### src/rtl/core/depth_to_point_cloud_defines.svh
// assertion macros for the depth to point cloud block
// no dependencies; included by files that carry concurrent checks
`ifndef DEPTH_TO_POINT_CLOUD_DEFINES_SVH
`define DEPTH_TO_POINT_CLOUD_DEFINES_SVH

`ifndef SYNTHESIS
// same-cycle implication check
`define DTPC_ASSERT_IMPL(label, clk, rst_n, ante, cons) \
    label: assert property (@(posedge clk) disable iff (!rst_n) (ante) |-> (cons)) \
        else $error("dtpc implication check failed");
// next-cycle implication check
`define DTPC_ASSERT_NEXT(label, clk, rst_n, ante, cons) \
    label: assert property (@(posedge clk) disable iff (!rst_n) (ante) |=> (cons)) \
        else $error("dtpc next-cycle check failed");
`else
`define DTPC_ASSERT_IMPL(label, clk, rst_n, ante, cons)
`define DTPC_ASSERT_NEXT(label, clk, rst_n, ante, cons)
`endif

`endif

### src/rtl/core/dtpc_pkg.sv
// shared types and constants for the depth to point cloud block
// no dependencies
package dtpc_pkg;

    localparam int MAX_DIM = 4096;
    localparam int DIM_W = $clog2(MAX_DIM);
    localparam int DEC_W = 7;
    localparam int CFG_IDX_W = 8;
    localparam int CFG_DATA_W = 32;
    localparam int NUM_W = 34;
    localparam int DEN_W = 19;
    localparam int DIV_STEPS = NUM_W;
    localparam int STEP_W = $clog2(DIV_STEPS);

    // register indexes
    localparam logic [CFG_IDX_W-1:0] REG_FRAME_WIDTH = 8'd0;
    localparam logic [CFG_IDX_W-1:0] REG_FRAME_HEIGHT = 8'd1;
    localparam logic [CFG_IDX_W-1:0] REG_DECIMATION = 8'd2;
    localparam logic [CFG_IDX_W-1:0] REG_DEPTH_MODE = 8'd3;
    localparam logic [CFG_IDX_W-1:0] REG_CENTER_X = 8'd4;
    localparam logic [CFG_IDX_W-1:0] REG_CENTER_Y = 8'd5;
    localparam logic [CFG_IDX_W-1:0] REG_FOCAL = 8'd6;
    localparam logic [CFG_IDX_W-1:0] REG_BASELINE = 8'd7;

    // depth mode codes
    localparam logic MODE_DEPTH = 1'b0;
    localparam logic MODE_DISPARITY = 1'b1;

    localparam logic [31:0] MISSING_Z = 32'd10000000;

    // configuration after clamping
    typedef struct packed {
        logic [DIM_W-1:0] width_m1;
        logic [DIM_W-1:0] height_m1;
        logic [DEC_W-1:0] dec;
        logic             mode;
        logic [15:0]      cx;
        logic [15:0]      cy;
        logic [17:0]      focal;
        logic [9:0]       baseline;
    } cfg_t;

    // position of the pixel on the input port
    typedef struct packed {
        logic [DIM_W-1:0] u;
        logic [DIM_W-1:0] v;
        logic             emit;
        logic             last;
    } pix_pos_t;

    typedef struct packed {
        logic capture;
        logic mul_en;
        logic prep_en;
        logic div_en;
        logic load_out;
    } dp_cmd_t;

    typedef struct packed {
        logic div_done;
    } dp_status_t;

endpackage

### src/rtl/core/dtpc_ctrl.sv
// sequencer for one sampled pixel and output word handshake
// depends on dtpc_pkg
module dtpc_ctrl
    import dtpc_pkg::*;
(
    input  logic       clk,
    input  logic       rst_n,
    input  logic       pix_accept,
    input  logic       emit,
    input  logic       out_stall,
    input  dp_status_t status,
    output dp_cmd_t    cmd,
    output logic       busy,
    output logic       out_valid
);

    typedef enum logic [2:0] {S_IDLE, S_MUL, S_PREP, S_DIV, S_OUT} state_t;

    state_t state_reg;
    logic   out_valid_reg;
    logic   slot_free;

    assign slot_free = !out_valid_reg || !out_stall;
    assign busy = (state_reg != S_IDLE);
    assign out_valid = out_valid_reg;

    always_comb
    begin
        cmd.capture  = (state_reg == S_IDLE) && pix_accept && emit;
        cmd.mul_en   = (state_reg == S_MUL);
        cmd.prep_en  = (state_reg == S_PREP);
        cmd.div_en   = (state_reg == S_DIV);
        cmd.load_out = (state_reg == S_OUT) && slot_free;
    end

    always_ff @(posedge clk or negedge rst_n)
    begin
        if (!rst_n)
        begin
            state_reg     <= S_IDLE;
            out_valid_reg <= 1'b0;
        end
        else
        begin
            case (state_reg)
                S_IDLE: if (cmd.capture) state_reg <= S_MUL;
                S_MUL:  state_reg <= S_PREP;
                S_PREP: state_reg <= S_DIV;
                S_DIV:  if (status.div_done) state_reg <= S_OUT;
                S_OUT:  if (slot_free) state_reg <= S_IDLE;
                default: state_reg <= S_IDLE;
            endcase
            if (cmd.load_out)
                out_valid_reg <= 1'b1;
            else if (!out_stall)
                out_valid_reg <= 1'b0;
        end
    end

endmodule

### config.mk
export PLATFORM = sky130hd
export DESIGN_NAME = dtpc_ctrl
export DESIGN_NICKNAME = d
export VERILOG_FILES = /design/src/rtl/core/depth_to_point_cloud_defines.svh /design/src/rtl/core/dtpc_pkg.sv /design/src/rtl/core/dtpc_ctrl.sv
export SDC_FILE = /design/constraint.sdc
export NUM_CORES = 1
export LEC_CHECK = 0
export ABC_AREA = 1
export BUFFER_PORTS_ARGS = -buffer_cell sky130_fd_sc_hd__buf_2
export CAP_MARGIN = 20
export CORE_AREA = 2 2 39 41
export CTS_BUF_LIST = sky130_fd_sc_hd__clkbuf_4
export DETAILED_ROUTE_END_ITERATION = 8
export DIE_AREA = 0 0 41 43
export SETUP_SLACK_MARGIN = 0.5
export SLEW_MARGIN = 20
export SYNTH_ARGS = -nofsm -noshare
export SYNTH_HDL_FRONTEND = slang
export SYNTH_SLANG_ARGS = --single-unit
### constraint.sdc
create_clock -name clk -period 1.3 [get_ports clk]
set_clock_uncertainty 0.2 [all_clocks]
set_input_delay 0.13 -clock clk [delete_from_list [all_inputs] [get_ports clk]]
set_output_delay 0.13 -clock clk [all_outputs]
set_load 0.01 [all_outputs]
Yosys cells after proc, flatten, opt, wreduce, memory -nomap -nowiden
Index checks and enable logic that the tools add are counted.
W data, S select, Z words.
- $add $sub $neg: 0
- $mul: 0
- div/mod/pow operators: 0
- magnitude comparators: 0
- equal/unequal tests: 8
- shifts and indexed selects: 0
- muxes and demuxes: 6
- bitwise gates (word level): 0
- reductions and logical operators: 9
- operators with widths (operator ; number):
    $pmux W3 S5 ; 1
    $mux W3 ; 3
    $eq A3 B2 Y1 const B ; 2
    $ne A2 B2 Y1 const B ; 3
    $eq A3 B1 Y1 const B ; 1
    $eq A3 B3 Y1 const B ; 1
    $logic_and A1 B1 Y1 ; 3
    $logic_not A3 Y1 ; 1
    $reduce_and A3 Y1 ; 1
    $reduce_bool A3 Y1 ; 1
    $logic_not A1 Y1 ; 2
    $mux W1 ; 2
    $ne A2 B1 Y1 const B ; 1
    $logic_or A1 B1 Y1 ; 1
- flip-flop bits (word level): 4
- bits in latches: 0
- bits in writable memories: 0
- ROM bits: 0
- input bits: 6
- output and inout port bits: 7
- logic and storage cells: 25
- memories: 0

Longest topological paths before layout
- depth after elaboration: 5
- depth in mapped cells: 5
- mapped depth without buffers: 5

Worst setup path before layout
Ideal clock, no wire load.
- path type: reg2out
- from: reg state_reg[2]
- to: out cmd[4] (netlist bit)
- data arrival time: 879 ps
- data required time: 970 ps
- setup slack: 91 ps
- stages on the path, launching flop included: 4
- buffers on the path: 0
- cells stage by stage: dfrtp_1 nor2_2 nand2_1 nor2_1
- RTL lines (element ; RTL line ; source):
    start: declaration ; dtpc_ctrl.sv:19 ; state_t state_reg;
    start signal: assignment ; dtpc_ctrl.sv:40 ; state_reg <= S_IDLE;
    start signal: assignment ; dtpc_ctrl.sv:46 ; S_IDLE: if (cmd.capture) state_reg <= S_MUL;
    start signal: assignment ; dtpc_ctrl.sv:47 ; S_MUL: state_reg <= S_PREP;
    end: declaration ; dtpc_ctrl.sv:12 ; output dp_cmd_t cmd,

==> results.md <==
* Status: finished with violations
* Failing checks: hold timing, setup timing
* I/O pin count at 13
* Drt wl/cell at 9.120 µm
* First-pass GRT wire length at 1152 µm
* Critical path endpoint category: primary output
* Slew Limit Fails at 0
* Top layer in use: met4
* Final worst setup slack at -0.1224 ns
* Routed length on met1 at 239 µm
* Min Hold Slack at -0.05368 ns
* Clock root cell: clkbuf_4
* Final Critical Period at 1.422 ns
* PD cells at 2413 nW/µm²
* DR DRC count at 0
* Mapped cell area at 239.0 µm²
* Cell family with most CP delay: flip-flops
* CP most frequent cell: nor2_4
* Max FFs per register at 3
* Final Power at 1.311 mW
* Initial antenna violation count at 0
* Worst Path Arrival at 1.09 ns
* Reg-to-Reg End: state_reg[1]
* R2r worst-path depth at 6
* Critical path class: reg -> out
* Critical-path top delay cell: dfrtp_2
* FMAX at 703.0 MHz
* Critical path depth at 4
* Required @ worst endpoint at 0.97 ns
* Critical Path Fanout Max at 3
* RSZ-0062 raised after global routing: yes
* Die Y at 43 µm
* Critical path capture point: cmd[4]
* 1st-iter DRT viols at 0
* Worst Hold Class: in -> reg
* Max_slew headroom at 90.19%
* Worst VDD drop at 0.8306 mV
* Crit path from: state_reg[2]
* Mean post-synth cell area at 7.709 µm²
* Fin cells at 75
* Die Area at 1763 µm²
* CTS tree: yes
* Vias at 303
* Area delta synth->final at 127.2%
* Post-Syn Nets at 37
* Number of cell rows at 14
* Clock transition at path regs at 0.04 ns
* DP HPWL at 447.1 µm
* Layout cells sized above 1 at 83.05%
* DR vias/cell at 4.040
* Antenna diodes at 0
* Die Wd at 41 µm
* Metal2 WL at 382 µm
* Hold Vio Cnt, Final at 3
* Max_cap viols at 0
* Critical Path Source Type: flop
* Met3 wire len at 48 µm
* Period utilization at 109.4%
* Total grt overflow at 0
* Setup slack, reg-to-reg at 0 ns
* H-tree lvl count at 1
* Core area at 1384 µm²
* Crit-path max cell delay at 0.43 ns
* Number of nets still failing antenna checks after routing at 0
* Total clock sinks at 4
* Clock Latency Late Sink at 0.24 ns
* TritonCTS buffer count at 3
* Sequential-to-total area share from yosys stat at 41.88%
* Post-placement cell count at 59
* CP cell instances: nor2_4 -> nand2_4 -> nor2_4 -> buf_6
* Reg2reg start: state_reg[0]
* Synth Instances at 31
* Synthesis Warnings at 0
* Starting Density at 17.27%
* Least-Margin Pin Slew at 0.1468 ns
* # nets final at 66
* Yosys cell types at 11
* GPL Wtd Cong at 0.6789
* Pin count of the biggest net entering global routing at 5
* # port buffers at 12
* Post-Route WL at 684 µm
* Placed inst area at 355.3 µm²
* Clock tree buffer depth at 2
* GRT Util Overall at 10.37%
* Vias in the first global route at 304
* # hold bufs at CTS at 1
* WP buf/inv at 1
* #FFs+latches synth at 4
* Leakage at 0.2965 nW
* Setup violators final at 7
* DR pass1 iterations at 1
* Design Area, Final at 543.0 µm²
worst register-to-register path, stage by stage (launching register included):
cell      delay (ns)
dfrtp_2         0.44
buf_4           0.15
nand2_2         0.08
nor2_4          0.05
buf_6           0.11
nand2_2         0.07
o211ai_2        0.08
cell type report:
type / instances / area, µm²
fill: 145 / 840.8
multi-input combinational: 21 / 176.4
clock buffer: 4 / 30.03
timing repair buffer: 24 / 190.2
inverter: 6 / 22.52
sequential: 4 / 103.9
tap: 16 / 20.02
power by group:
group | leakage [nW] | internal [mW] | switching [mW] | total [mW]
Sequential | 0.0475 | 0.182 | 0.0724 | 0.255
Combinational | 0.231 | 0.466 | 0.397 | 0.863
Clock | 0.0184 | 0.136 | 0.0568 | 0.193
routing by layer:
| layer | global-route usage, % | vias up |
|---|---|---|
| met3 | 4.712 | 4 |
| li1 | - | 153 |
| met1 | 9.740 | 139 |
| met4 | 8.000 | 0 |
| met5 | 0 | - |
| met2 | 16.25 | 7 |
synthesized netlist by cell type:
master / n / area, µm²
nor2_2: 2 / 12.51
nand2_1: 8 / 30.03
nand4_1: 1 / 6.260
nor2_1: 4 / 15.01
o211ai_2: 1 / 12.51
nand3_1: 1 / 5.000
nand2_2: 1 / 6.260
inv_1: 6 / 22.52
dfrtp_1: 4 / 100.1
o21ai_2: 1 / 8.760
nand3_2: 2 / 20.02
cells in the final DEF (no fill, tap or decap), types with 3 or more instances in the layout:
master and count:
buf_2 9, buf_4 6, buf_6 8, clkbuf_4 4, dfrtp_2 3, inv_1 3, inv_2 3, nand2_1 3
nand2_2 4, nor2_4 4
cells by family after synthesis:
logic type,Yosys count,synth area share [%]
AOI/OAI and AO/OA,2,8.900
buffers and inverters,6,9.423
DFF,4,41.89
and+or+nand+nor,19,39.79
stage by stage:
| stage | setup TNS (ns) | utilization [%] | setup slack [ns] |
|---|---|---|---|
| after floorplan | 0 | - | 0.1712 |
| after global placement | 0 | 25.68 | 0.07875 |
| after detailed placement | 0 | 25.68 | 0.07469 |
| after CTS | -0.7577 | 35.99 | -0.1441 |
| after global routing | -1.080 | 39.24 | -0.1803 |
| final | -0.6647 | 39.24 | -0.1224 |
repair_timing:
item                                    CTS  global route
resized for setup                        12             4
pin swaps                                 5             5
endpoints found under the setup margin   11            11
hold endpoints to repair                  7             3
buffers inserted                          7             4
cloned                                    0             0
how the worst min path moves through the flow:
stage | depth (start not counted) | from | endpoint
6_report | 3 | out_stall | out_valid
5_1_grt | 3 | status | state_reg[2]
4_1_cts | 3 | out_stall | out_valid
3_5_place_dp | 1 | rst_n | state_reg[1]
3_3_place_gp | 1 | rst_n | out_valid
2_1_floorplan | 0 | rst_n | out_valid
(Power assumes the default switching activity.)
