<file path="src/rtl/core/depth_to_point_cloud_defines.svh">
// assertion macros for the depth to point cloud block
// no dependencies; included by files that carry concurrent checks
`ifndef DEPTH_TO_POINT_CLOUD_DEFINES_SVH
`define DEPTH_TO_POINT_CLOUD_DEFINES_SVH

`ifndef SYNTHESIS
// same-cycle implication check
`define DTPC_ASSERT_IMPL(label, clk, rst_n, ante, cons) \
    label: assert property (@(posedge clk) disable iff (!rst_n) (ante) |-> (cons)) \
        else $error("dtpc implication check failed");
// next-cycle implication check
`define DTPC_ASSERT_NEXT(label, clk, rst_n, ante, cons) \
    label: assert property (@(posedge clk) disable iff (!rst_n) (ante) |=> (cons)) \
        else $error("dtpc next-cycle check failed");
`else
`define DTPC_ASSERT_IMPL(label, clk, rst_n, ante, cons)
`define DTPC_ASSERT_NEXT(label, clk, rst_n, ante, cons)
`endif

`endif

</file>
<file path="src/rtl/core/dtpc_pkg.sv">
// shared types and constants for the depth to point cloud block
// no dependencies
package dtpc_pkg;

    localparam int MAX_DIM = 4096;
    localparam int DIM_W = $clog2(MAX_DIM);
    localparam int DEC_W = 7;
    localparam int CFG_IDX_W = 8;
    localparam int CFG_DATA_W = 32;
    localparam int NUM_W = 34;
    localparam int DEN_W = 19;
    localparam int DIV_STEPS = NUM_W;
    localparam int STEP_W = $clog2(DIV_STEPS);

    // register indexes
    localparam logic [CFG_IDX_W-1:0] REG_FRAME_WIDTH = 8'd0;
    localparam logic [CFG_IDX_W-1:0] REG_FRAME_HEIGHT = 8'd1;
    localparam logic [CFG_IDX_W-1:0] REG_DECIMATION = 8'd2;
    localparam logic [CFG_IDX_W-1:0] REG_DEPTH_MODE = 8'd3;
    localparam logic [CFG_IDX_W-1:0] REG_CENTER_X = 8'd4;
    localparam logic [CFG_IDX_W-1:0] REG_CENTER_Y = 8'd5;
    localparam logic [CFG_IDX_W-1:0] REG_FOCAL = 8'd6;
    localparam logic [CFG_IDX_W-1:0] REG_BASELINE = 8'd7;

    // depth mode codes
    localparam logic MODE_DEPTH = 1'b0;
    localparam logic MODE_DISPARITY = 1'b1;

    localparam logic [31:0] MISSING_Z = 32'd10000000;

    // configuration after clamping
    typedef struct packed {
        logic [DIM_W-1:0] width_m1;
        logic [DIM_W-1:0] height_m1;
        logic [DEC_W-1:0] dec;
        logic             mode;
        logic [15:0]      cx;
        logic [15:0]      cy;
        logic [17:0]      focal;
        logic [9:0]       baseline;
    } cfg_t;

    // position of the pixel on the input port
    typedef struct packed {
        logic [DIM_W-1:0] u;
        logic [DIM_W-1:0] v;
        logic             emit;
        logic             last;
    } pix_pos_t;

    typedef struct packed {
        logic capture;
        logic mul_en;
        logic prep_en;
        logic div_en;
        logic load_out;
    } dp_cmd_t;

    typedef struct packed {
        logic div_done;
    } dp_status_t;

endpackage

</file>
<file path="src/rtl/core/dtpc_cfg_regs.sv">
// configuration registers with clamping of out-of-range values
// depends on dtpc_pkg
module dtpc_cfg_regs
    import dtpc_pkg::*;
(
    input  logic                  clk,
    input  logic                  rst_n,
    input  logic                  cfg_valid,
    output logic                  cfg_ready,
    input  logic [CFG_IDX_W-1:0]  cfg_index,
    input  logic [CFG_DATA_W-1:0] cfg_data,
    output logic                  cfg_wr,
    output cfg_t                  cfg
);

    logic [12:0]      width_reg;
    logic [12:0]      height_reg;
    logic [DEC_W-1:0] dec_reg;
    logic             mode_reg;
    logic [15:0]      cx_reg;
    logic [15:0]      cy_reg;
    logic [17:0]      focal_reg;
    logic [9:0]       baseline_reg;
    logic [12:0]      width_cl;
    logic [12:0]      height_cl;

    assign cfg_ready = 1'b1;
    assign cfg_wr = cfg_valid;

    always_ff @(posedge clk or negedge rst_n)
    begin
        if (!rst_n)
        begin
            width_reg    <= 13'd1024;
            height_reg   <= 13'd544;
            dec_reg      <= 7'd32;
            mode_reg     <= MODE_DISPARITY;
            cx_reg       <= 16'd8200;
            cy_reg       <= 16'd4360;
            focal_reg    <= 18'd9697;
            baseline_reg <= 10'd70;
        end
        else if (cfg_valid)
        begin
            case (cfg_index)
                REG_FRAME_WIDTH:  width_reg <= cfg_data[12:0];
                REG_FRAME_HEIGHT: height_reg <= cfg_data[12:0];
                REG_DECIMATION:   dec_reg <= cfg_data[DEC_W-1:0];
                REG_DEPTH_MODE:   mode_reg <= cfg_data[0];
                REG_CENTER_X:     cx_reg <= cfg_data[15:0];
                REG_CENTER_Y:     cy_reg <= cfg_data[15:0];
                REG_FOCAL:        focal_reg <= cfg_data[17:0];
                REG_BASELINE:     baseline_reg <= cfg_data[9:0];
                default:          ;
            endcase
        end
    end

    always_comb
    begin
        width_cl = width_reg;
        if (width_reg == 13'd0)
            width_cl = 13'd1;
        else if (width_reg > 13'(MAX_DIM))
            width_cl = 13'(MAX_DIM);
        height_cl = height_reg;
        if (height_reg == 13'd0)
            height_cl = 13'd1;
        else if (height_reg > 13'(MAX_DIM))
            height_cl = 13'(MAX_DIM);
    end

    always_comb
    begin
        cfg.width_m1  = DIM_W'(width_cl - 13'd1);
        cfg.height_m1 = DIM_W'(height_cl - 13'd1);
        cfg.dec       = (dec_reg == '0) ? DEC_W'(1) : dec_reg;
        cfg.mode      = mode_reg;
        cfg.cx        = cx_reg;
        cfg.cy        = cy_reg;
        cfg.focal     = (focal_reg == '0) ? 18'd1 : focal_reg;
        cfg.baseline  = baseline_reg;
    end

endmodule

</file>
<file path="config.mk">
export PLATFORM = sky130hd
export DESIGN_NAME = dtpc_cfg_regs
export DESIGN_NICKNAME = d
export VERILOG_FILES = /design/src/rtl/core/depth_to_point_cloud_defines.svh /design/src/rtl/core/dtpc_pkg.sv /design/src/rtl/core/dtpc_cfg_regs.sv
export SDC_FILE = /design/constraint.sdc
export NUM_CORES = 1
export LEC_CHECK = 0
export BUFFER_PORTS_ARGS = -buffer_cell sky130_fd_sc_hd__buf_4
export CORE_MARGIN = 2
export CORE_UTILIZATION = 55
export CTS_BUF_LIST = sky130_fd_sc_hd__clkbuf_16
export DETAILED_ROUTE_END_ITERATION = 12
export GPL_TIMING_DRIVEN = 0
export PLACE_DENSITY = 0.85
export SYNTH_ARGS = -nofsm -noshare
export SYNTH_HDL_FRONTEND = slang
export SYNTH_SLANG_ARGS = --single-unit
</file>
<file path="constraint.sdc">
create_clock -name clk -period 5.6 [get_ports clk]
set_input_delay 0.28 -clock clk [delete_from_list [all_inputs] [get_ports clk]]
set_output_delay 0.28 -clock clk [all_outputs]
set_load 0.02 [all_outputs]
</file>
Word level (Yosys, flattened, before mapping)

Cells that the tools add are included.

Logic and storage cells: 38
Memory bits (writable): 0
Register bits after elaboration: 94
Output and inout bits: 94
Bits in read-only memories: 0
Latch bits: 0
Input port bits: 43
Memories: 0

Add/subtract/negate cells: 2
Eq/ne operators: 7
Multiply operators: 0
Shift-type cells: 0
Magnitude comparators: 2
Bitwise gates (word level): 0
Div/mod/pow operators: 0
Reduce and logical (&&, ||, !) cells: 13
Mux-type cells: 6

Operators by type and width:

| kind                                                | number |
|---|---|
| two-way mux 12 bit                                  | 4 |
| == test 8 x 3 -> 1 bit (second input constant)      | 4 |
| > comparator 13 bit (second input constant)         | 2 |
| logical NOT 13 bit                                  | 2 |
| subtractor 12 x 1 -> 12 bit (second input constant) | 2 |
| logical NOT 18 bit                                  | 1 |
| two-way mux 18 bit                                  | 1 |
| == test 8 x 2 -> 1 bit (second input constant)      | 2 |
| AND reduction 2 bit                                 | 8 |
| == test 8 x 1 -> 1 bit (second input constant)      | 1 |
| logical NOT 8 bit                                   | 1 |
| logical NOT 7 bit                                   | 1 |
| two-way mux 7 bit                                   | 1 |

Logic depth before layout (Yosys ltp)

Depth after elaboration: 4
Depth in mapped cells: 9
Gate-level depth less buffers: 8

Worst setup path before layout

No wires, ideal clock.

Path kind: flip-flop to output port
From: register height_reg[7]
To: output port cfg[76] (netlist bit)
Data required time: 5320 ps
Path slack: 2626 ps
Buffers on the path: 1
Stages on the path, launching flop included: 10
Arrival: 2694 ps
Path through: dfrtp_1 > clkbuf_1 > or4_1 > nor2_1 > a31oi_1 > or2_2 > ha_1 > inv_1 > nor4_1 > o21ai_0

RTL lines:

| what                   | RTL line            | source |
|---|---|---|
| start, declared        | dtpc_cfg_regs.sv:17 | `logic [12:0] height_reg;` |
| start signal, assigned | dtpc_cfg_regs.sv:47 | `REG_FRAME_HEIGHT: height_reg <= cfg_data[12:0];` |
| end, declared          | dtpc_cfg_regs.sv:13 | `output cfg_t cfg` |

==> results.toml <==
[outcome]
status = "complete, no violations"

[synthesis]
synth-seq-area-share_pct = 54.1
ys.flop_type = "dfrtp_1"
syn_area_per_cell_um2 = 12.3
synth-async-reset-ratio_pct = 100
synth.distinct_cells = 43
yosys.area.top_type_share_pct = 42.2
syn_nets = 401
ys_seq_elements = 94
yosysMostFrequentCell = "mux2_2"
yosys_warnings = 0
synthCells = 356
yosys-top-cells-count = "94 x mux2_2, 74 x dfrtp_1, 33 x clkbuf_1, 20 x dfstp_2, 13 x nor2_1"
synth_edf_count = 0
synth_top_area_cell = "dfrtp_1"
netlist_area_um2 = 4390
synth_area_leaders = "dfrtp_1 42%, mux2_2 24%, dfstp_2 12%"

[floorplanning]
rows = 32
design.die.area_um2 = 8720
fp.dieW_um = 93.4
core-area_um2 = 7730
fp.dieH_um = 93.4
start_util_pct = 56.8
io_pins = 137

[run]
maxCapViolations = 0

[drt]
viasPerCell = 5.42
via_count = 3215
drcViolationCount = 0
drt-pass1-iter-count = 4
drtIter0Drc = 116
wl_per_cell_um = 17.6
finalWirelength_um = 10400
drtAntennaViolNets = 0

[clocking]
numClockSinks = 94
holdBufCountCts = 0
cts_tree = "done"
cts-root-buf = "clkbuf_16"
max-clock-path-buffers = 2
clkTransAtPathRegs_ps = 70
cts_made_buffers = 9
htree_num_levels = 3
cts_setup_buffers = 0
post_cts_resized = 0
clkLatencyLatePin_ps = 340

[grt]
grt_max_degree = 95
antenna_found_initial = 0
grt_pass1_wl_um = 16700
overflow = 0
grt_pass1_vias = 3275
track_usage_pct = 25.4

[power]
sw_frac_of_total_pct = 29.6
power.share.clock_pct = 34.6
intPower_w = 0.00132
p_per_area_nw_per_um2 = 327
switchingPower_w = 0.000555
power_leakage_nw = 2.91
pwr-share-seq_pct = 39.5
vdd_drop_max_mv = 0.198
combPwrFrac_pct = 25.8

[critical_path]
cp.required_ps = 5320
crit_path_end_kind = "output pin"
cp_cell_sequence = "clkbuf_1 > or4_1 > nor2_1 > a31oi_1 > or2_2 > ha_1 > inv_1 > nor3_1 > o221ai_1 > buf_4"
crit_type = "flip-flop to output pin"
cp_max_fo = 8
rr_worst_depth = 2
cp.arrival_ps = 3130
start_kind = "flip-flop"
slowest_delay_ps = 620
cp_slowest_cell = "or4_1"

[sta]
fin_crit_sh_pct = 60.8
slew_violations = 0
max_freq_mhz = 294
fin_tns_setup_ps = 0
finalCriticalPeriod_ps = 3410
rsz0062_at_grt = "false"
finClkSkew_ps = 0
worst_pin_slew_ps = 1140
finalSetupViolCount = 0
hold_viol = 0
max_slew_margin_pct = 23.8

[placement]
dpl_cell_area_um2 = 5410
dp_hpwl_um = 7270
port_buffers = 119
gp_congestion = 0.857

[finish]
nFillCells = 493
largest_reg_flops = 18
drive_above_1_share_pct = 54.4
n_antenna_cell = 0
final_area_um2 = 5740
final_nets = 531
final_util_pct = 74.3
area_growth_pct = 30.6

[min_path]
hold_class = "input port to asynchronous set/reset pin"
==> per-layer routing <==
layer	vias up	GRT usage [%]	part of all wire, %	routed length, um
met5	-	0	0	0
met4	0	9.56	1.3	140
met3	11	5.80	5.6	578
met2	92	42.2	50	5180
met1	1600	32.6	43	4520
li1	1512	-	-	-
==> worst paths after layout <==
kind	startpoint	endpoint	slack (ps)
max reg2reg	height_reg[12]	height_reg[12]	4620
min	rst_n	cy_reg[7]	160
max	height_reg[7]	cfg[72]	2190
max in group asynchronous	rst_n	focal_reg[4]	4710
min reg2reg	cy_reg[5]	cy_reg[5]	510
min in group clk	cfg_data[16]	focal_reg[16]	170
==> kinds of logic after synthesis <==
group / share of synthesized area, %
buf+inv: 4.73
fa+ha+maj: 0.570
simple gates: 10.1
other cells: 0.0854
compound gates: 5.30
flops: 54.1
mux: 24.6
xor+xnor: 0.598
==> cell type report <==
type                            count  area, um2  area share, %
Sequential cell                    94       2380           41.4
Multi-Input combinational cell    213       1810           31.5
Timing Repair Buffer              119        893           15.6
Clock buffer                        9        225           3.92
Buffer                             42        181           3.16
Tap cell                          102        128           2.22
Clock inverter                      7       98.8           1.72
Inverter                            7       26.3          0.458
==> power groups by stage <==
| stage | Combinational, W | Clock [W] | Sequential (W) |
|---|---|---|---|
| after floorplan | 0.000263 | 0 | 0.000766 |
| after global placement | 0.000474 | 0 | 0.000751 |
| after detailed placement | 0.000484 | 0 | 0.000753 |
| after CTS | 0.000487 | 0.000660 | 0.000742 |
| after global routing | 0.000522 | 0.000691 | 0.000746 |
| final | 0.000485 | 0.000651 | 0.000742 |
==> layout by cell type (no fill, tap or decap), types with 6 or more instances in the layout <==
| cell | count |
|---|---|
| buf_4 | 124 |
| mux2_2 | 94 |
| dfrtp_1 | 74 |
| clkbuf_1 | 33 |
| dfstp_2 | 20 |
| nor2_1 | 13 |
| nand2_1 | 12 |
| nor4_1 | 10 |
| o21ai_0 | 10 |
| clkbuf_16 | 9 |
| nor2b_1 | 8 |
| inv_1 | 7 |
| nor3_1 | 7 |
| nand3_1 | 6 |
| a21oi_1 | 6 |
==> per-stage QoR <==
stage               power [W]  std cells  hold slack (ps)  worst slack (ps)
global placement      0.00123        577              490              2630
global route          0.00196        593              163              2030
detailed placement    0.00124        577              497              2580
finish                0.00188        593              159              2190
CTS                   0.00189        593              169              2210
floorplan             0.00103        356            -15.6              2630
==> worst max-delay path, delay by kind of cell, from the launching register on <==
family                   cells  cell delay [ps]
AO/OA/AOI/OAI                2              310
adder cells (fa/ha/maj)      1              280
buffers and inverters        3              540
flip-flops                   1              360
AND/OR/NAND/NOR              4             1300
(Power assumes the default switching activity.)
