===== src/rtl/core/depth_to_point_cloud_defines.svh =====
// assertion macros for the depth to point cloud block
// no dependencies; included by files that carry concurrent checks
`ifndef DEPTH_TO_POINT_CLOUD_DEFINES_SVH
`define DEPTH_TO_POINT_CLOUD_DEFINES_SVH

`ifndef SYNTHESIS
// same-cycle implication check
`define DTPC_ASSERT_IMPL(label, clk, rst_n, ante, cons) \
    label: assert property (@(posedge clk) disable iff (!rst_n) (ante) |-> (cons)) \
        else $error("dtpc implication check failed");
// next-cycle implication check
`define DTPC_ASSERT_NEXT(label, clk, rst_n, ante, cons) \
    label: assert property (@(posedge clk) disable iff (!rst_n) (ante) |=> (cons)) \
        else $error("dtpc next-cycle check failed");
`else
`define DTPC_ASSERT_IMPL(label, clk, rst_n, ante, cons)
`define DTPC_ASSERT_NEXT(label, clk, rst_n, ante, cons)
`endif

`endif


===== src/rtl/core/dtpc_pkg.sv =====
// shared types and constants for the depth to point cloud block
// no dependencies
package dtpc_pkg;

    localparam int MAX_DIM = 4096;
    localparam int DIM_W = $clog2(MAX_DIM);
    localparam int DEC_W = 7;
    localparam int CFG_IDX_W = 8;
    localparam int CFG_DATA_W = 32;
    localparam int NUM_W = 34;
    localparam int DEN_W = 19;
    localparam int DIV_STEPS = NUM_W;
    localparam int STEP_W = $clog2(DIV_STEPS);

    // register indexes
    localparam logic [CFG_IDX_W-1:0] REG_FRAME_WIDTH = 8'd0;
    localparam logic [CFG_IDX_W-1:0] REG_FRAME_HEIGHT = 8'd1;
    localparam logic [CFG_IDX_W-1:0] REG_DECIMATION = 8'd2;
    localparam logic [CFG_IDX_W-1:0] REG_DEPTH_MODE = 8'd3;
    localparam logic [CFG_IDX_W-1:0] REG_CENTER_X = 8'd4;
    localparam logic [CFG_IDX_W-1:0] REG_CENTER_Y = 8'd5;
    localparam logic [CFG_IDX_W-1:0] REG_FOCAL = 8'd6;
    localparam logic [CFG_IDX_W-1:0] REG_BASELINE = 8'd7;

    // depth mode codes
    localparam logic MODE_DEPTH = 1'b0;
    localparam logic MODE_DISPARITY = 1'b1;

    localparam logic [31:0] MISSING_Z = 32'd10000000;

    // configuration after clamping
    typedef struct packed {
        logic [DIM_W-1:0] width_m1;
        logic [DIM_W-1:0] height_m1;
        logic [DEC_W-1:0] dec;
        logic             mode;
        logic [15:0]      cx;
        logic [15:0]      cy;
        logic [17:0]      focal;
        logic [9:0]       baseline;
    } cfg_t;

    // position of the pixel on the input port
    typedef struct packed {
        logic [DIM_W-1:0] u;
        logic [DIM_W-1:0] v;
        logic             emit;
        logic             last;
    } pix_pos_t;

    typedef struct packed {
        logic capture;
        logic mul_en;
        logic prep_en;
        logic div_en;
        logic load_out;
    } dp_cmd_t;

    typedef struct packed {
        logic div_done;
    } dp_status_t;

endpackage


===== src/rtl/core/dtpc_position.sv =====
// column and row tracking, sampling phases and last-point positions
// depends on dtpc_pkg; phases rebuilt by a shift-subtract remainder pass
module dtpc_position
    import dtpc_pkg::*;
(
    input  logic     clk,
    input  logic     rst_n,
    input  cfg_t     cfg,
    input  logic     cfg_wr,
    input  logic     frame_start,
    input  logic     pix_accept,
    output pix_pos_t pos,
    output logic     busy
);

    typedef enum logic [1:0] {SYNC_LOAD, SYNC_RUN, SYNC_DONE} sync_state_t;

    localparam int SSTEP_W = $clog2(DIM_W);
    localparam int LANES = 4;

    sync_state_t          sync_state_reg;
    logic [SSTEP_W-1:0]   sync_step_reg;
    logic [DIM_W-1:0]     col_reg;
    logic [DIM_W-1:0]     row_reg;
    logic [DEC_W-1:0]     col_ph_reg;
    logic [DEC_W-1:0]     row_ph_reg;
    logic [DIM_W-1:0]     last_u_reg;
    logic [DIM_W-1:0]     last_v_reg;
    logic [DIM_W-1:0]     div_reg [0:LANES-1];
    logic [DEC_W-1:0]     rem_reg [0:LANES-1];
    logic [DEC_W-1:0]     rem_next [0:LANES-1];
    logic [DEC_W:0]       rem_shift [0:LANES-1];

    logic [DIM_W-1:0] u;
    logic [DIM_W-1:0] v;
    logic [DEC_W-1:0] u_ph;
    logic [DEC_W-1:0] v_ph;
    logic [DIM_W-1:0] col_next;
    logic [DIM_W-1:0] row_next;
    logic [DEC_W-1:0] col_ph_next;
    logic [DEC_W-1:0] row_ph_next;
    logic             sync_last;

    // one remainder bit per lane and cycle
    always_comb
    begin
        for (int k = 0; k < LANES; k++)
        begin
            rem_shift[k] = {rem_reg[k], div_reg[k][DIM_W-1]};
            if (rem_shift[k] >= {1'b0, cfg.dec})
                rem_next[k] = DEC_W'(rem_shift[k] - {1'b0, cfg.dec});
            else
                rem_next[k] = rem_shift[k][DEC_W-1:0];
        end
    end

    assign sync_last = (sync_step_reg == SSTEP_W'(DIM_W - 1));
    assign busy = (sync_state_reg != SYNC_DONE);

    // effective position of the pixel now on the port
    always_comb
    begin
        if (frame_start || (col_reg > cfg.width_m1))
        begin
            u = '0;
            u_ph = '0;
        end
        else
        begin
            u = col_reg;
            u_ph = col_ph_reg;
        end
        if (frame_start || (row_reg > cfg.height_m1))
        begin
            v = '0;
            v_ph = '0;
        end
        else
        begin
            v = row_reg;
            v_ph = row_ph_reg;
        end
    end

    always_comb
    begin
        pos.u = u;
        pos.v = v;
        pos.emit = (u_ph == '0) && (v_ph == '0);
        pos.last = (u == last_u_reg) && (v == last_v_reg);
    end

    always_comb
    begin
        col_next = u + DIM_W'(1);
        col_ph_next = (DEC_W'(u_ph + DEC_W'(1)) == cfg.dec) ? '0 : DEC_W'(u_ph + DEC_W'(1));
        row_next = v;
        row_ph_next = v_ph;
        if (u == cfg.width_m1)
        begin
            col_next = '0;
            col_ph_next = '0;
            if (v == cfg.height_m1)
            begin
                row_next = '0;
                row_ph_next = '0;
            end
            else
            begin
                row_next = v + DIM_W'(1);
                row_ph_next = (DEC_W'(v_ph + DEC_W'(1)) == cfg.dec) ? '0
                                                                    : DEC_W'(v_ph + DEC_W'(1));
            end
        end
    end

    always_ff @(posedge clk or negedge rst_n)
    begin
        if (!rst_n)
        begin
            sync_state_reg <= SYNC_LOAD;
            sync_step_reg  <= '0;
            col_reg        <= '0;
            row_reg        <= '0;
            col_ph_reg     <= '0;
            row_ph_reg     <= '0;
            last_u_reg     <= '0;
            last_v_reg     <= '0;
        end
        else
        begin
            if (cfg_wr)
                sync_state_reg <= SYNC_LOAD;
            else
            begin
                case (sync_state_reg)
                    SYNC_LOAD:
                    begin
                        sync_step_reg  <= '0;
                        sync_state_reg <= SYNC_RUN;
                    end
                    SYNC_RUN:
                    begin
                        sync_step_reg <= SSTEP_W'(sync_step_reg + SSTEP_W'(1));
                        if (sync_last)
                        begin
                            sync_state_reg <= SYNC_DONE;
                            col_ph_reg <= rem_next[0];
                            row_ph_reg <= rem_next[1];
                            last_u_reg <= cfg.width_m1 - DIM_W'(rem_next[2]);
                            last_v_reg <= cfg.height_m1 - DIM_W'(rem_next[3]);
                        end
                    end
                    SYNC_DONE: ;
                    default: sync_state_reg <= SYNC_LOAD;
                endcase
            end
            if (pix_accept)
            begin
                col_reg    <= col_next;
                row_reg    <= row_next;
                col_ph_reg <= col_ph_next;
                row_ph_reg <= row_ph_next;
            end
        end
    end

    // remainder lanes: column, row, last column index, last row index
    always_ff @(posedge clk)
    begin
        if (sync_state_reg == SYNC_LOAD)
        begin
            div_reg[0] <= col_reg;
            div_reg[1] <= row_reg;
            div_reg[2] <= cfg.width_m1;
            div_reg[3] <= cfg.height_m1;
            for (int k = 0; k < LANES; k++)
                rem_reg[k] <= '0;
        end
        else if (sync_state_reg == SYNC_RUN)
        begin
            for (int k = 0; k < LANES; k++)
            begin
                div_reg[k] <= {div_reg[k][DIM_W-2:0], 1'b0};
                rem_reg[k] <= rem_next[k];
            end
        end
    end

endmodule


===== config.mk =====
export PLATFORM = sky130hd
export DESIGN_NAME = dtpc_position
export DESIGN_NICKNAME = d
export VERILOG_FILES = /design/src/rtl/core/depth_to_point_cloud_defines.svh /design/src/rtl/core/dtpc_pkg.sv /design/src/rtl/core/dtpc_position.sv
export SDC_FILE = /design/constraint.sdc
export NUM_CORES = 1
export LEC_CHECK = 0
export BUFFER_PORTS_ARGS = -buffer_cell sky130_fd_sc_hd__buf_4
export CORE_MARGIN = 4
export CORE_UTILIZATION = 50
export CTS_BUF_LIST = sky130_fd_sc_hd__clkbuf_4 sky130_fd_sc_hd__clkbuf_8
export CTS_CLUSTER_SIZE = 10
export DETAILED_ROUTE_END_ITERATION = 6
export PLACE_DENSITY = 0.73
export SKIP_CTS_REPAIR_TIMING = 1
export SYNTH_ARGS = -nofsm -noshare
export SYNTH_HDL_FRONTEND = slang
export SYNTH_SLANG_ARGS = --single-unit

===== constraint.sdc =====
create_clock -name clk -period 3.97 [get_ports clk]
set_clock_uncertainty 0.15 [all_clocks]
set_input_delay 0.1985 -clock clk [delete_from_list [all_inputs] [get_ports clk]]
set_output_delay 0.1985 -clock clk [all_outputs]
set_load 0.005 [all_outputs]

== Yosys cells after proc, flatten, opt, wreduce, memory -nomap -nowiden ==
Memories as Yosys holds them, arrays and structs flattened.
Cells that the tools add are included.
Storage, ports and cells
  register bits after elaboration: 68
  bits in writable memories: 76
  input bits: 97
  output and inout bits: 27
  word-level logic and storage cells: 104
  memories: 2
Memories
  div_reg: words 4, bits a word 12, rd ports 4, clocked after memory_dff 0, wr ports 4, RTL line dtpc_position.sv:29  | logic [DIM_W-1:0] div_reg [0:LANES-1];
  rem_reg: words 4, bits a word 7, rd ports 4, clocked after memory_dff 0, wr ports 4, RTL line dtpc_position.sv:30  | logic [DEC_W-1:0] rem_reg [0:LANES-1];
Operators by class
  add/subtract/negate cells: 11
  $lt $le $gt $ge: 6
  equal/unequal tests: 13
  muxes and demuxes: 41
  bitwise gates (word level): 9
  reduce and logical (&&, ||, !) cells: 14
Operator list (number)
  two-way mux 7 bit: 23
  two-way mux 12 bit: 9
  equality test 12 bit: 4
  greater-or-equal comparator 8 x 7 -> 1 bit: 4
  subtractor 7 bit: 4
  adder 12 x 1 -> 12 bit, second input constant: 2
  > comparator 12 bit: 2
  subtractor 12 x 7 -> 12 bit: 2
  adder 7 x 1 -> 7 bit, second input constant: 2
  equality test 7 bit: 2
  zero test 7 bit: 2
  bitwise OR 1 bit: 8
  case mux 4 bit (2 select lines): 1
  case mux 2 bit (3 select lines): 1
  AND reduction 3 bit: 2
  nonzero test 2 bit: 3
  two-way mux 1 bit: 5
  adder 4 x 1 -> 4 bit, second input constant: 1
  equality test 4 bit, second input constant: 1
  two-way mux 2 bit: 2
  inequality test 2 bit, second input constant: 2
  AND reduction 2 bit: 2
  inequality test 3 bit, second input constant: 1
  equality test 2 x 1 -> 1 bit, second input constant: 1
  6 further kinds: 8

== Depth between registers and ports, before layout ==
  depth after elaboration: 9
  mapped depth: 25
  depth with buffers taken out: 24

== Least setup slack after synthesis ==
Ideal clock, no wire load.
  kind: reg-to-reg
  start: mem div_reg[3][11] in the netlist's numbering
  end: reg last_v_reg[11]
  setup time: 135 ps
  data arrival time: 3986 ps
  data required time: 3685 ps
  setup slack: -301 ps
  stages on the path, launching flop included: 23
  path buffers: 1
  clock period less this slack: 4271 ps
  cells stage by stage: edfxtp_1 inv_1 ha_1 inv_1 fa_1 a21o_1 a21oi_1 o21bai_1 a21oi_1 nor2b_1 nor2_1 clkbuf_1 mux2i_1 ha_1 nor2b_1 o21ai_0 a21oi_1 o21ai_0 a21boi_0 o21ai_0 nand4_1 xnor2_1 o21ai_0
RTL lines
  start, declared: RTL line dtpc_position.sv:29
  end signal, assigned: RTL line dtpc_position.sv:151  | last_v_reg <= cfg.height_m1 - DIM_W'(rem_next[3]);
  end, declared: RTL line dtpc_position.sv:28  | logic [DIM_W-1:0] last_v_reg;

==> results.py <==
metrics = {
    "outcome": {
        "status": "complete, no violations",
    },
    "drt": {
        "drc": 0,
        "via_per_inst": 6.02,
        "vias": 9991,
        "postRouteAntennaNets": 0,
        "wirelength_um": 32000,
        "wl_per_cell_um": 19.3,
        "firstDrtPassIters": 5,
        "drt_iter0_markers": 1007,
    },
    "run": {
        "maxCapViolCount": 0,
    },
    "die": {
        "die_width_um": 154,
        "die-area_um2": 23700,
        "fp.dieH_um": 154,
        "num_rows": 53,
        "io_pins": 124,
        "fp.coreArea_um2": 21000,
        "start_util_pct": 50.7,
    },
    "layout": {
        "final_common_cell": "buf_4",
        "final_cell_mix": "buf_4 (218), nor2_1 (115), nand2_1 (89)",
        "largest_reg_flops": 48,
        "nFillCells": 1755,
        "final_cells": 1659,
        "diodes": 0,
        "drive_gt1_share_pct": 26.3,
        "nets": 1547,
        "area_growth_pct": 25.5,
    },
    "placed_design": {
        "place.gp.congestion": 0.958,
        "place_inst": 1594,
        "port-buffer-count": 62,
        "hpwl_um": 22700,
    },
    "timing": {
        "period_share_pct": 99.7,
        "worst_slew_pin_slew_ps": 1000,
        "final-setup-viol-count": 0,
        "hold_viol": 0,
        "slew_viol_final": 0,
        "timing.fmax_mhz": 253,
        "setup_tns_ps": 0,
        "min_period_ps": 3960,
        "rsz0062_at_grt": "yes",
        "slew_headroom_pct": 33.0,
    },
    "setup_path": {
        "reg2reg_depth": 23,
        "cp.depth": 23,
        "critPathKind": "flop to flop",
        "worst_path_most_repeated_cell": "a21oi_2",
        "crit_family": "compound AO/OA/AOI/OAI gates",
        "arrival_ps": 4160,
        "worstSetupEndpoint": "last_v_reg[7]$_DFFE_PN0P_",
        "critPathBufInv": 4,
        "r2r_setup_slack_ps": 10,
        "required_ps": 4170,
        "reg2reg_from": "div_reg[3][11]$_DFFE_PP_",
        "start_kind": "flop",
        "r2r_end": "last_v_reg[7]$_DFFE_PN0P_",
        "end_kind": "flop",
        "cpPeakStageDelay_ps": 400,
        "cp-startpoint": "div_reg[3][11]$_DFFE_PP_",
        "crit_slowest_cell": "edfxtp_1",
        "crit_chain": "inv_1 -> ha_2 -> inv_2 -> fa_2 -> a21o_1 -> a21oi_2 -> o21bai_1 -> a21oi_2 -> nor2b_1 -> nor2_1 -> buf_4 -> mux2i_4 -> ha_1 -> nor2b_1 -> o21ai_1 -> a21oi_2 -> o21ai_2 -> a21boi_2 -> o21ai_2 -> buf_4 -> a21oi_1 -> a21oi_1 -> o21ai_0",
        "crit_fanout": 5,
    },
    "power": {
        "cellPowerDensity_nw_per_um2": 460,
        "p_leak_nw": 6.03,
        "vdd_drop_max_mv": 0.263,
    },
    "synth": {
        "yosysUniqueCellTypes": 75,
        "synth_nets": 1359,
        "synth_flop_cell": "edfxtp_1",
        "synthCells": 1183,
        "avgSynthCellArea_um2": 8.99,
        "synth_edf_count": 73,
        "yosys_warnings": 0,
        "synth.cell_area_um2": 10600,
        "ys_seq_elements": 144,
        "async_flop_share_pct": 47.2,
        "ys_seq_area_share_pct": 37.2,
    },
    "clock_network": {
        "path_clk_slew_ps": 90,
        "cts_buffer_depth": 2,
        "clkSinkCount": 144,
        "cts_tree": "done",
        "clock_latency_ps": 470,
        "root_buffer": "clkbuf_8",
        "cts_buffers": 17,
        "cts-htree-levels": 4,
    },
    "grt": {
        "antenna_found_initial": 0,
        "grt-ovfl-total": 0,
        "grt_pass1_vias": 9475,
        "track_usage_pct": 26.0,
        "grt_pass1_wl_um": 49400,
        "grt_max_degree": 77,
    },
    "min_path": {
        "min_from": "cfg[77]",
        "hold_path.class": "input pin to flop",
    },
}
[worst register-to-register path, delay by kind of cell (launching register included)]
kind / cells / cell delay (ps)
compound gates: 12 / 1560
fa+ha+maj: 3 / 740
buf+inv: 4 / 430
flops: 1 / 400
mux: 1 / 260
simple gates: 3 / 290
[logic make-up after synthesis]
family | Yosys count | share of synthesized area, %
AOI/OAI and AO/OA | 296 | 18.1
xor gates and xnor gates | 73 | 6.14
adders and majority gates | 79 | 9.72
buffers and inverters | 135 | 4.82
DFF | 144 | 37.2
muxes | 61 | 5.92
and+or+nand+nor | 395 | 18.1
[cell type report]
class / count / area [um^2] / area share [%]
clock buffer: 19 / 249 / 1.87
timing repair buffer: 225 / 1720 / 12.9
sequential: 144 / 3960 / 29.6
clock inverter: 13 / 90.1 / 0.675
tap: 275 / 344 / 2.58
inverter: 77 / 289 / 2.17
multi-input combinational: 906 / 6690 / 50.2
[Yosys cell counts (6+ instances only)]
cell	count	area, um^2
nor2_1	121	454
nand3_1	31	155
a211oi_1	6	45.0
xnor2_1	54	473
and4_1	7	61.3
nor4_1	6	37.5
fa_1	6	120
o31ai_1	10	75.1
or3_1	10	62.6
a21oi_1	63	315
edfxtp_1	73	2190
and2_1	8	50.1
nor3_1	25	125
nand4_1	26	163
o22ai_1	8	50.1
clkbuf_1	48	180
inv_1	77	289
ha_1	73	913
o32ai_1	6	52.6
and3_1	27	169
dfrtp_1	68	1700
mux2_2	15	169
a21o_1	22	165
a31oi_1	10	62.6
mux2i_1	46	460
o21ai_0	89	445
o211ai_1	12	90.1
nand2_1	92	345
xor2_1	18	158
a32oi_1	6	52.6
nor2b_1	15	93.8
nand2b_1	10	62.6
[through the flow]
| step | hold WS, ps | area (um^2) | setup WS [ps] | total power, mW | utilization (%) |
|---|---|---|---|---|---|
| 2_1_floorplan | -247 | 10700 | -19.5 | 3.68 | - |
| 3_3_place_gp | 230 | 12200 | -153 | 4.53 | 58.4 |
| 3_5_place_dp | 238 | 12200 | -269 | 4.60 | 58.4 |
| 4_1_cts | -281 | 12600 | -273 | 5.67 | 60.1 |
| 5_1_grt | 4.23 | 13300 | -265 | 6.55 | 63.7 |
| 6_report | 2.68 | 13300 | 10.4 | 6.13 | 63.7 |
[per-layer routing]
layer	track usage, %	share of wire (%)	vias up
met4	10.8	3.9	0
met2	39.7	46	440
met5	0	0	-
met3	4.22	7.7	101
met1	36.9	43	4767
li1	-	-	4683
[how the worst min path moves through the flow]
stage / endpoint / slack, ps / depth (start not counted)
2_1_floorplan: col_ph_reg[0]$_DFFE_PN0P_ / -250 / 0
3_3_place_gp: last_u_reg[2]$_DFFE_PN0P_ / 230 / 1
3_5_place_dp: last_u_reg[2]$_DFFE_PN0P_ / 240 / 1
4_1_cts: last_u_reg[2]$_DFFE_PN0P_ / -280 / 1
5_1_grt: div_reg[3][3]$_DFFE_PP_ / 4 / 3
6_report: div_reg[3][9]$_DFFE_PP_ / 3 / 3
[power breakdown]
group | switching, mW | internal (mW) | total [mW]
clock | 0.598 | 0.442 | 1.04
sequential | 0.142 | 1.82 | 1.96
combinational | 1.65 | 1.48 | 3.13
Power figures use the tool's default switching activity.
